### config.mk
export PLATFORM = sky130hd
export DESIGN_NAME = dependent_watermark_tracker_unit
export DESIGN_NICKNAME = d
export VERILOG_FILES = /design/src/rtl/core/dwt_pkg.sv /design/src/rtl/core/dependent_watermark_tracker_unit.sv
export VERILOG_INCLUDE_DIRS = /design/src /design/src/rtl/core
export SDC_FILE = /design/constraint.sdc
export NUM_CORES = 2
export LEC_CHECK = 0
export CORE_MARGIN = 5
export CORE_UTILIZATION = 55
export DETAILED_ROUTE_END_ITERATION = 8
export DONT_BUFFER_PORTS = 1
export PLACE_DENSITY = 0.7
export SETUP_SLACK_MARGIN = 0.4
export SLEW_MARGIN = 20
export SYNTH_ARGS = -nofsm -noshare
export SYNTH_HDL_FRONTEND = slang
export SYNTH_SLANG_ARGS = --single-unit
### constraint.sdc
create_clock -name clk -period 34.8 [get_ports clk]
set_clock_uncertainty 0.2 [all_clocks]
set_input_delay 5.22 -clock clk [delete_from_list [all_inputs] [get_ports clk]]
set_output_delay 5.22 -clock clk [all_outputs]
set_load 0.03 [all_outputs]
### src/rtl/core/dependent_watermark_tracker_unit_macros.svh
// ---------------------------------------------------------------------------
// Watermark tracker assertion macros
// Clocked assertion shorthands shared by the tracker RTL.
// ---------------------------------------------------------------------------
`ifndef DEPENDENT_WATERMARK_TRACKER_UNIT_MACROS_SVH
`define DEPENDENT_WATERMARK_TRACKER_UNIT_MACROS_SVH

// same-cycle implication
`define DWT_ASSERT_NOW(lbl, ante, cons) \
    lbl: assert property (@(posedge clk) disable iff (!rst_n) (ante) |-> (cons)) \
        else $error("watermark tracker check failed");

// next-cycle implication
`define DWT_ASSERT_NEXT(lbl, ante, cons) \
    lbl: assert property (@(posedge clk) disable iff (!rst_n) (ante) |=> (cons)) \
        else $error("watermark tracker check failed");

`endif

### src/rtl/core/dwt_pkg.sv
// ---------------------------------------------------------------------------
// Watermark tracker package
// Position type, watermark selectors, order and error codes.
// ---------------------------------------------------------------------------
`timescale 1ns / 1ps

package dwt_pkg;

    localparam int WM_COUNT = 4;
    localparam int FIELD_W  = 64;

    typedef enum logic [1:0] {
        OP_VISIBLE    = 2'd0,
        OP_DURABLE    = 2'd1,
        OP_PROJECTION = 2'd2,
        OP_REPLICATED = 2'd3
    } op_t;

    typedef enum logic [1:0] {
        ORD_UNORDERED = 2'd0,
        ORD_BEFORE    = 2'd1,
        ORD_EQUAL     = 2'd2,
        ORD_AFTER     = 2'd3
    } ord_t;

    typedef enum logic [2:0] {
        ERR_NONE    = 3'd0,
        ERR_EPOCH   = 3'd1,
        ERR_REGRESS = 3'd2,
        ERR_UNSET   = 3'd3,
        ERR_AHEAD   = 3'd4
    } err_t;

    typedef struct packed {
        logic [FIELD_W-1:0] frame;
        logic [FIELD_W-1:0] sequence_num;
        logic [FIELD_W-1:0] epoch;
        logic [FIELD_W-1:0] stream;
    } pos_t;

    // order of a relative to b
    function automatic ord_t order_of(input pos_t a, input pos_t b);
        ord_t o;
        if ((a.stream != b.stream) || (a.epoch != b.epoch))
        begin
            o = ORD_UNORDERED;
        end
        else if (a.sequence_num < b.sequence_num)
        begin
            o = ORD_BEFORE;
        end
        else if (a.sequence_num > b.sequence_num)
        begin
            o = ORD_AFTER;
        end
        else if (a.frame == b.frame)
        begin
            o = ORD_EQUAL;
        end
        else
        begin
            o = ORD_UNORDERED;
        end
        return o;
    endfunction

endpackage

### src/rtl/core/dependent_watermark_tracker_unit.sv
// ---------------------------------------------------------------------------
// Dependent watermark tracker
// Keeps visible, durable, projection and replicated watermarks and checks
// each offered position against its dependency before advancing.
// ---------------------------------------------------------------------------
// Usage:
//   s_axis carries one offered position per item; tuser selects the
//   watermark (0 visible, 1 durable, 2 projection, 3 replicated).
//   m_axis returns one result item per input item, in order.
// Path: input register, then compare/update logic into the result register.
// Throughput: one item per cycle while the output is not stalled; the
//   watermark registers are updated on the same edge that loads the result,
//   so the next item sees them.
// Reset: all watermarks become unset, both stages empty.
// Stall: while m_axis_tready is low the result register holds; one more
//   item may wait in the input register, after which s_axis_tready drops.
// ---------------------------------------------------------------------------
`timescale 1ns / 1ps

module dependent_watermark_tracker_unit
    import dwt_pkg::*;
(
    input  logic         clk,
    input  logic         rst_n,

    input  logic         s_axis_tvalid,
    output logic         s_axis_tready,
    // [63:0] position_stream, [127:64] position_epoch,
    // [191:128] position_sequence, [255:192] position_frame
    input  logic [255:0] s_axis_tdata,
    // [1:0] op
    input  logic [1:0]   s_axis_tuser,

    output logic         m_axis_tvalid,
    input  logic         m_axis_tready,
    // [0] advanced, [3:1] error_code, [7:4] zero
    output logic [7:0]   m_axis_tdata
);

`include "dependent_watermark_tracker_unit_macros.svh"

    logic                in_valid_reg;
    logic                in_valid_next;
    op_t                 in_op_reg;
    pos_t                in_pos_reg;

    logic                out_valid_reg;
    logic                out_valid_next;
    logic                out_adv_reg;
    err_t                out_err_reg;

    logic [WM_COUNT-1:0] mark_valid_reg;
    pos_t                mark_pos_reg [WM_COUNT];

    logic                in_fire;
    logic                step_fire;
    ord_t                ord_vs [WM_COUNT];
    ord_t                dep_ord;
    logic                dep_valid;
    err_t                chk_err;
    logic                adv_next;
    err_t                err_next;

    assign step_fire     = in_valid_reg && (!out_valid_reg || m_axis_tready);
    assign s_axis_tready = !in_valid_reg || step_fire;
    assign in_fire       = s_axis_tvalid && s_axis_tready;

    assign in_valid_next  = in_fire ? 1'b1 : (step_fire ? 1'b0 : in_valid_reg);
    assign out_valid_next = step_fire ? 1'b1 : (m_axis_tready ? 1'b0 : out_valid_reg);

    // stored mark relative to the offered position
    genvar g;
    generate
        for (g = 0; g < WM_COUNT; g++)
        begin : g_cmp
            assign ord_vs[g] = order_of(mark_pos_reg[g], in_pos_reg);
        end
    endgenerate

    always_comb
    begin
        unique case (in_op_reg)
            OP_VISIBLE:
            begin
                dep_valid = 1'b1;
                dep_ord   = ORD_EQUAL;
            end
            OP_DURABLE:
            begin
                dep_valid = mark_valid_reg[OP_VISIBLE];
                dep_ord   = ord_vs[OP_VISIBLE];
            end
            OP_PROJECTION, OP_REPLICATED:
            begin
                dep_valid = mark_valid_reg[OP_DURABLE];
                dep_ord   = ord_vs[OP_DURABLE];
            end
            default:
            begin
                dep_valid = 1'b1;
                dep_ord   = ORD_EQUAL;
            end
        endcase
    end

    // dependency stored before offered means offered is ahead
    always_comb
    begin
        priority if (!dep_valid)
        begin
            chk_err = ERR_UNSET;
        end
        else if (dep_ord == ORD_UNORDERED)
        begin
            chk_err = ERR_EPOCH;
        end
        else if (dep_ord == ORD_BEFORE)
        begin
            chk_err = ERR_AHEAD;
        end
        else
        begin
            chk_err = ERR_NONE;
        end
    end

    always_comb
    begin
        adv_next = 1'b0;
        err_next = ERR_NONE;
        if (chk_err != ERR_NONE)
        begin
            err_next = chk_err;
        end
        else if (!mark_valid_reg[in_op_reg])
        begin
            adv_next = 1'b1;
        end
        else
        begin
            unique case (ord_vs[in_op_reg])
                ORD_BEFORE:    adv_next = 1'b1;
                ORD_EQUAL:     err_next = ERR_NONE;
                ORD_AFTER:     err_next = ERR_REGRESS;
                ORD_UNORDERED: err_next = ERR_EPOCH;
                default:       err_next = ERR_EPOCH;
            endcase
        end
    end

    always_ff @(posedge clk or negedge rst_n)
    begin
        if (!rst_n)
        begin
            in_valid_reg   <= 1'b0;
            out_valid_reg  <= 1'b0;
            mark_valid_reg <= '0;
        end
        else
        begin
            in_valid_reg  <= in_valid_next;
            out_valid_reg <= out_valid_next;
            if (step_fire && adv_next)
            begin
                mark_valid_reg[in_op_reg] <= 1'b1;
            end
        end
    end

    always_ff @(posedge clk)
    begin
        if (in_fire)
        begin
            in_op_reg  <= op_t'(s_axis_tuser);
            in_pos_reg <= pos_t'({s_axis_tdata[255:192], s_axis_tdata[191:128],
                                  s_axis_tdata[127:64], s_axis_tdata[63:0]});
        end
        if (step_fire)
        begin
            out_adv_reg <= adv_next;
            out_err_reg <= err_next;
            if (adv_next)
            begin
                mark_pos_reg[in_op_reg] <= in_pos_reg;
            end
        end
    end

    assign m_axis_tvalid = out_valid_reg;
    assign m_axis_tdata  = {4'b0000, out_err_reg, out_adv_reg};

    `DWT_ASSERT_NOW(a_adv_no_err, out_valid_reg && out_adv_reg, out_err_reg == ERR_NONE)
    `DWT_ASSERT_NEXT(a_adv_sets_valid, step_fire && adv_next, mark_valid_reg[$past(in_op_reg)])
    `DWT_ASSERT_NEXT(a_valid_sticky, 1'b1, ($past(mark_valid_reg) & ~mark_valid_reg) == '0)
    `DWT_ASSERT_NOW(a_durable_needs_visible, mark_valid_reg[OP_DURABLE],
                    mark_valid_reg[OP_VISIBLE])
    `DWT_ASSERT_NOW(a_lower_needs_durable,
                    mark_valid_reg[OP_PROJECTION] || mark_valid_reg[OP_REPLICATED],
                    mark_valid_reg[OP_DURABLE])

endmodule

=== Yosys cells after proc, flatten, opt, wreduce, memory -nomap -nowiden ===
Memories as Yosys holds them, arrays and structs flattened.
Cells that the tools add are included.

* Register bits after elaboration: 268
* Bits in writable memories: 1024
* Output and inout port bits: 10
* Memories: 1

* Magnitude comparators: 11
* Eq/ne operators: 18
* Multiplexer cells: 41
* Bitwise gates (word level): 2
* Reductions and logical operators: 19

{| class="wikitable"
|+ Memory list
! memory !! depth !! width !! rd ports !! clocked after Yosys merged registers in !! write ports !! line !! text
|-
| mark_pos_reg || 4 || 256 || 4 || 0 || 1 || dependent_watermark_tracker_unit.sv:53 || <nowiki>pos_t mark_pos_reg [WM_COUNT];</nowiki>
|}

{| class="wikitable"
|+ Operators with widths
! kind !! number
|-
| 64-bit inequality test || 8
|-
| 64-bit equality test || 4
|-
| 64-bit > comparator || 4
|-
| 64-bit < comparator || 4
|-
| 2-bit 2-to-1 mux || 19
|-
| 1-bit 2-to-1 mux || 12
|-
| 3-bit 2-to-1 mux || 4
|-
| 2-bit by 1-bit equality test with 1-bit output, second input constant || 3
|-
| 2-bit equality test, second input constant || 3
|-
| 2-bit logical NOT || 3
|-
| 1-bit logical OR || 6
|-
| 2-bit case mux with 3 select lines || 1
|-
| 2-bit binary-select mux with 2-bit select || 1
|-
| 1-bit logical AND || 4
|-
| 4-bit bitwise OR || 1
|-
| 2-bit case mux with 2 select lines || 1
|-
| 2-bit nonzero test || 2
|-
| 3-bit >= comparator, second input constant || 1
|-
| 2-bit by 3-bit < comparator with 1-bit output, second input constant || 1
|-
| 2-bit NOT with 3-bit output || 1
|-
| 1-bit case mux with 3 select lines || 1
|-
| 3-bit nonzero test || 1
|-
| 1-bit binary-select mux with 2-bit select || 1
|-
| 1-bit demux with 2-bit select || 1
|-
| 3 further kinds || 4
|}

=== Logic depth before layout (Yosys ltp) ===
An unclocked memory read counts as a cell.

* Depth in word-level cells: 16
* Gate-level depth with buffers: 12
* Gate-level depth less buffers: 12

=== Worst setup path after synthesis ===
No wires, ideal clock.

* Path type: in2reg
* From: input m_axis_tready
* To: memory mark_pos_reg[3][0] in the netlist's numbering (enable)
* Setup time: 906 ps
* Data arrival time: 16875 ps
* Data required time: 33694 ps
* Setup slack: 16820 ps
* Cell stages on the path: 5
* Buffers on the path: 0
* Path through: nand2b_1 -> nand2_1 -> nor2_1 -> nand4_1 -> nor2b_1

* Longest elaborated chain between the ends: 4

{| class="wikitable"
|+ RTL lines
! what !! line !! text
|-
| start: declaration || dependent_watermark_tracker_unit.sv:35 || <nowiki>input logic m_axis_tready,</nowiki>
|-
| 1-bit logical OR || dependent_watermark_tracker_unit.sv:64 || <nowiki>assign step_fire = in_valid_reg && (!out_valid_reg || m_axis_tready);</nowiki>
|-
| 1-bit logical AND || dependent_watermark_tracker_unit.sv:64 ||
|-
| 1-bit 2-to-1 mux || dependent_watermark_tracker_unit.sv:178 || <nowiki>if (step_fire)</nowiki>
|-
| 1-bit 2-to-1 mux (implied by the code) || dependent_watermark_tracker_unit.sv:184 || <nowiki>mark_pos_reg[in_op_reg] <= in_pos_reg;</nowiki>
|-
| end: declaration || dependent_watermark_tracker_unit.sv:53 ||
|}

No other way between the ends.

=== Worst setup path after layout ===
* From: input m_axis_tready
* To: output s_axis_tready

* Longest elaborated chain between the ends: 3

{| class="wikitable"
|+ RTL lines
! what !! line !! text
|-
| 1-bit logical OR || dependent_watermark_tracker_unit.sv:64 ||
|-
| 1-bit logical AND || dependent_watermark_tracker_unit.sv:64 ||
|-
| 1-bit logical OR || dependent_watermark_tracker_unit.sv:65 || <nowiki>assign s_axis_tready = !in_valid_reg || step_fire;</nowiki>
|-
| end: declaration || dependent_watermark_tracker_unit.sv:27 || <nowiki>output logic s_axis_tready,</nowiki>
|}

No other way between the ends.

==> results.py <==
metrics = {
    "placed_design": {
        "routabilityCongestion": 0.9495,
        "io_buffers": 0,
        "placed_cells": 4542,
        "place_hpwl_mm": 93.10,
        "dp_slack_ps": 23780,
        "dpl_cell_area_sq_um": 55580,
    },
    "sta": {
        "worst_slack_ps": 23780,
        "rsz0062_at_grt": "no",
        "fin_crit_ps": 11020,
        "relSlewSlack": 0.2009,
        "maxSlewViolCount": 0,
        "finalCritPeriodShare": 0.3167,
        "hold_viol_final": 0,
        "worst_pin_slew_ps": 1188,
        "fin_hold_ws_ps": 275.7,
        "fmax_mhz": 90.75,
        "final-setup-viol-count": 0,
        "setup_tns_ps": 0,
    },
    "global_routing": {
        "grtUsageTotal": 0.2543,
        "grt_overflow": 0,
        "antenna_found_initial": 22,
        "grt_pass1_wl_mm": 193.0,
        "grt_pass1_vias": 28780,
        "grt_max_degree": 157,
    },
    "pwr": {
        "comb_power_share": 0.041,
        "p_int_mw": 2.635,
        "p_total_mw": 3.383,
        "clkPwrFrac": 0.423,
        "peakVddDrop_mv": 0.04985,
        "switching_power_mw": 0.7475,
        "leakage_nw": 20.07,
        "power_density_nw_per_um2": 56.37,
        "switching_share": 0.2210,
        "pwr-share-seq": 0.537,
    },
    "drt": {
        "final_antenna_net_count": 0,
        "drc": 0,
        "num_vias": 28910,
        "drt_iter0_markers": 3270,
        "wire_per_inst_microns": 27.74,
        "drt_first_pass_iters": 7,
        "vias_per_cell": 6.022,
        "routed_wl_mm": 133.2,
    },
    "setup_path": {
        "critPathSlowestCell": "nand3b_1",
        "cp_max_fo": 3,
        "cp_slowest_stage_delay_ps": 380,
        "crit_family": "simple AND/OR/NAND/NOR gates",
        "cp.arrival_ps": 5600,
        "crit_path_end_kind": "output pin",
        "crit_required_ps": 29380,
        "crit_path_cell_trace": "nand3b_1",
        "worstSetupPathType": "input port to output pin",
        "start_kind": "input port",
        "cp_num_buf_inv": 0,
    },
    "floorplan": {
        "start_util": 0.5553,
        "io_pins": 272,
        "die_w_microns": 322.7,
        "rows": 114,
        "die_y_microns": 322.7,
        "core-area_sq_um": 96850,
        "design.die.area_sq_um": 104100,
    },
    "synthesis": {
        "yosys.area_share.simple": 0.05720,
        "muxShareOfSynthArea": 0.0006048,
        "synth_most_common_cell": "edfxtp_1",
        "synth-async-reset-ratio": 0.004644,
        "yosys_warnings": 0,
        "syn_area_per_cell_sq_um": 16.49,
        "synth_top_area_cell": "edfxtp_1",
        "synthTopCellsByArea": "edfxtp_1 (72%), xnor2_1 (7.6%), ha_1 (6.0%), xor2_1 (3.1%), nand4_1 (2.2%)",
        "synth-xor-area-share": 0.1075,
        "synth_common_cells": "edfxtp_1 (1,286), xnor2_1 (467), ha_1 (256)",
        "ys.flop_type": "edfxtp_1",
        "synth_compound_area_frac": 0.04034,
        "syn_inst": 3262,
        "ys_ff_latch": 1292,
        "yosysTopAreaCellShare": 0.7180,
        "syn_area_sq_um": 53780,
        "synthAdderAreaFrac": 0.05955,
        "synth_edf_count": 1286,
        "yosys.cell_types.count": 66,
        "synth_top_family_by_area": "XOR/XNOR gates",
        "ys_seq_area_frac": 0.7208,
    },
    "clocking": {
        "clkLatencyLatePin_ps": 750,
        "cts_hold_buf": 0,
        "path_clk_slew_ps": 60,
        "cts_resized": 0,
        "cts_setup_buffers": 0,
        "numCtsBuffers": 137,
        "cts.sinks": 1292,
        "cts_tree": "built",
        "clock_path_buffers": 3,
        "htreeDepth": 4,
        "root_buffer": "clkbuf_16",
    },
    "finish": {
        "syn_to_final_growth_pct": 11.57,
        "fin_cells": 4801,
        "finalInstanceArea_sq_um": 60010,
        "fin_util": 0.6196,
        "layout-drive-gt1-share": 0.07147,
        "largest_register_ffs": 1024,
        "num-nets-final": 3923,
    },
    "flow_run": {
        "drv_cap": 0,
    },
    "min_path": {
        "hold_path_class": "register to register",
    },
    "status": {
        "status": "complete, no violations",
    },
}
[path summary, 6_finish.rpt]
kind / start / endpoint / slack [ps] / cells past startpoint
min reg2reg: mark_valid_reg[3] / mark_valid_reg[3] / 280 / 1
max: m_axis_tready / s_axis_tready / 23780 / 1
max in group asynchronous: rst_n / in_valid_reg / 30340 / 0
max reg2reg: in_pos_reg[25] / mark_pos_reg[1][227] / 27780 / 12
min: mark_valid_reg[3] / mark_valid_reg[3] / 280 / 1
min in group asynchronous: rst_n / mark_valid_reg[0] / 3960 / 0
[metal layers]
| metal | track usage | routed length, microns | vias up |
|---|---|---|---|
| met5 | 0 | 59 | - |
| li1 | - | - | 12840 |
| met3 | 0.05471 | 10990 | 172 |
| met4 | 0.06600 | 2845 | 10 |
| met1 | 0.3663 | 56660 | 14680 |
| met2 | 0.4018 | 62620 | 1209 |
[cell usage in the layout, fill, tap and decap left out, types with 7 or more instances in the layout]
cell type,synthesis,routed
nor4_1,105,104
a221o_1,7,7
ha_1,256,256
a2111oi_0,9,9
a22o_1,19,19
o22ai_1,31,31
and4_1,9,8
nand2b_1,26,26
nand3_1,28,28
a21o_1,16,16
xor2_1,193,193
nor2_1,30,30
clkbuf_16,0,139
o211ai_1,11,11
edfxtp_1,1286,1286
diode_2,0,13
nand4_1,191,191
o2bb2ai_1,15,15
clkinv_2,0,15
a221oi_1,12,12
bufinv_16,0,12
inv_1,147,147
a21oi_1,110,110
o21ai_0,36,36
o2111ai_1,10,10
nor2b_1,25,23
clkbuf_1,34,26
nand2_1,81,81
buf_4,6,39
xnor2_1,467,467
inv_6,0,10
clkinv_1,1,33
nor3_1,16,16
[kinds of logic (layout without fill, tap and decap cells)]
group / Yosys count / count (layout)
other: 1 / 17
DFF: 1292 / 1292
xor gates and xnor gates: 660 / 660
AOI/OAI and AO/OA: 323 / 323
muxes: 2 / 2
buffers and inverters: 194 / 441
and+or+nand+nor: 534 / 534
adders and majority gates: 256 / 256
[cell type report]
| cell class | count | area [sq um] |
|---|---|---|
| clock inverter | 81 | 818.3 |
| sequential | 1292 | 38770 |
| timing repair buffer | 41 | 332.8 |
| clock buffer | 165 | 3576 |
| antenna | 13 | 32.53 |
| multi-input combinational | 1779 | 14310 |
| tap | 1276 | 1597 |
| fill | 6959 | 36840 |
| inverter | 154 | 578.1 |
[power by group through the flow]
stage	combinational (mW)	sequential, mW	clock, mW
after global routing	0.151	1.82	1.53
after detailed placement	0.137	1.85	0
after floorplan	0.0977	1.82	0
after CTS	0.138	1.82	1.46
final	0.138	1.82	1.43
after global placement	0.132	1.85	0
Note: power is estimated with default switching activity, not from simulation.
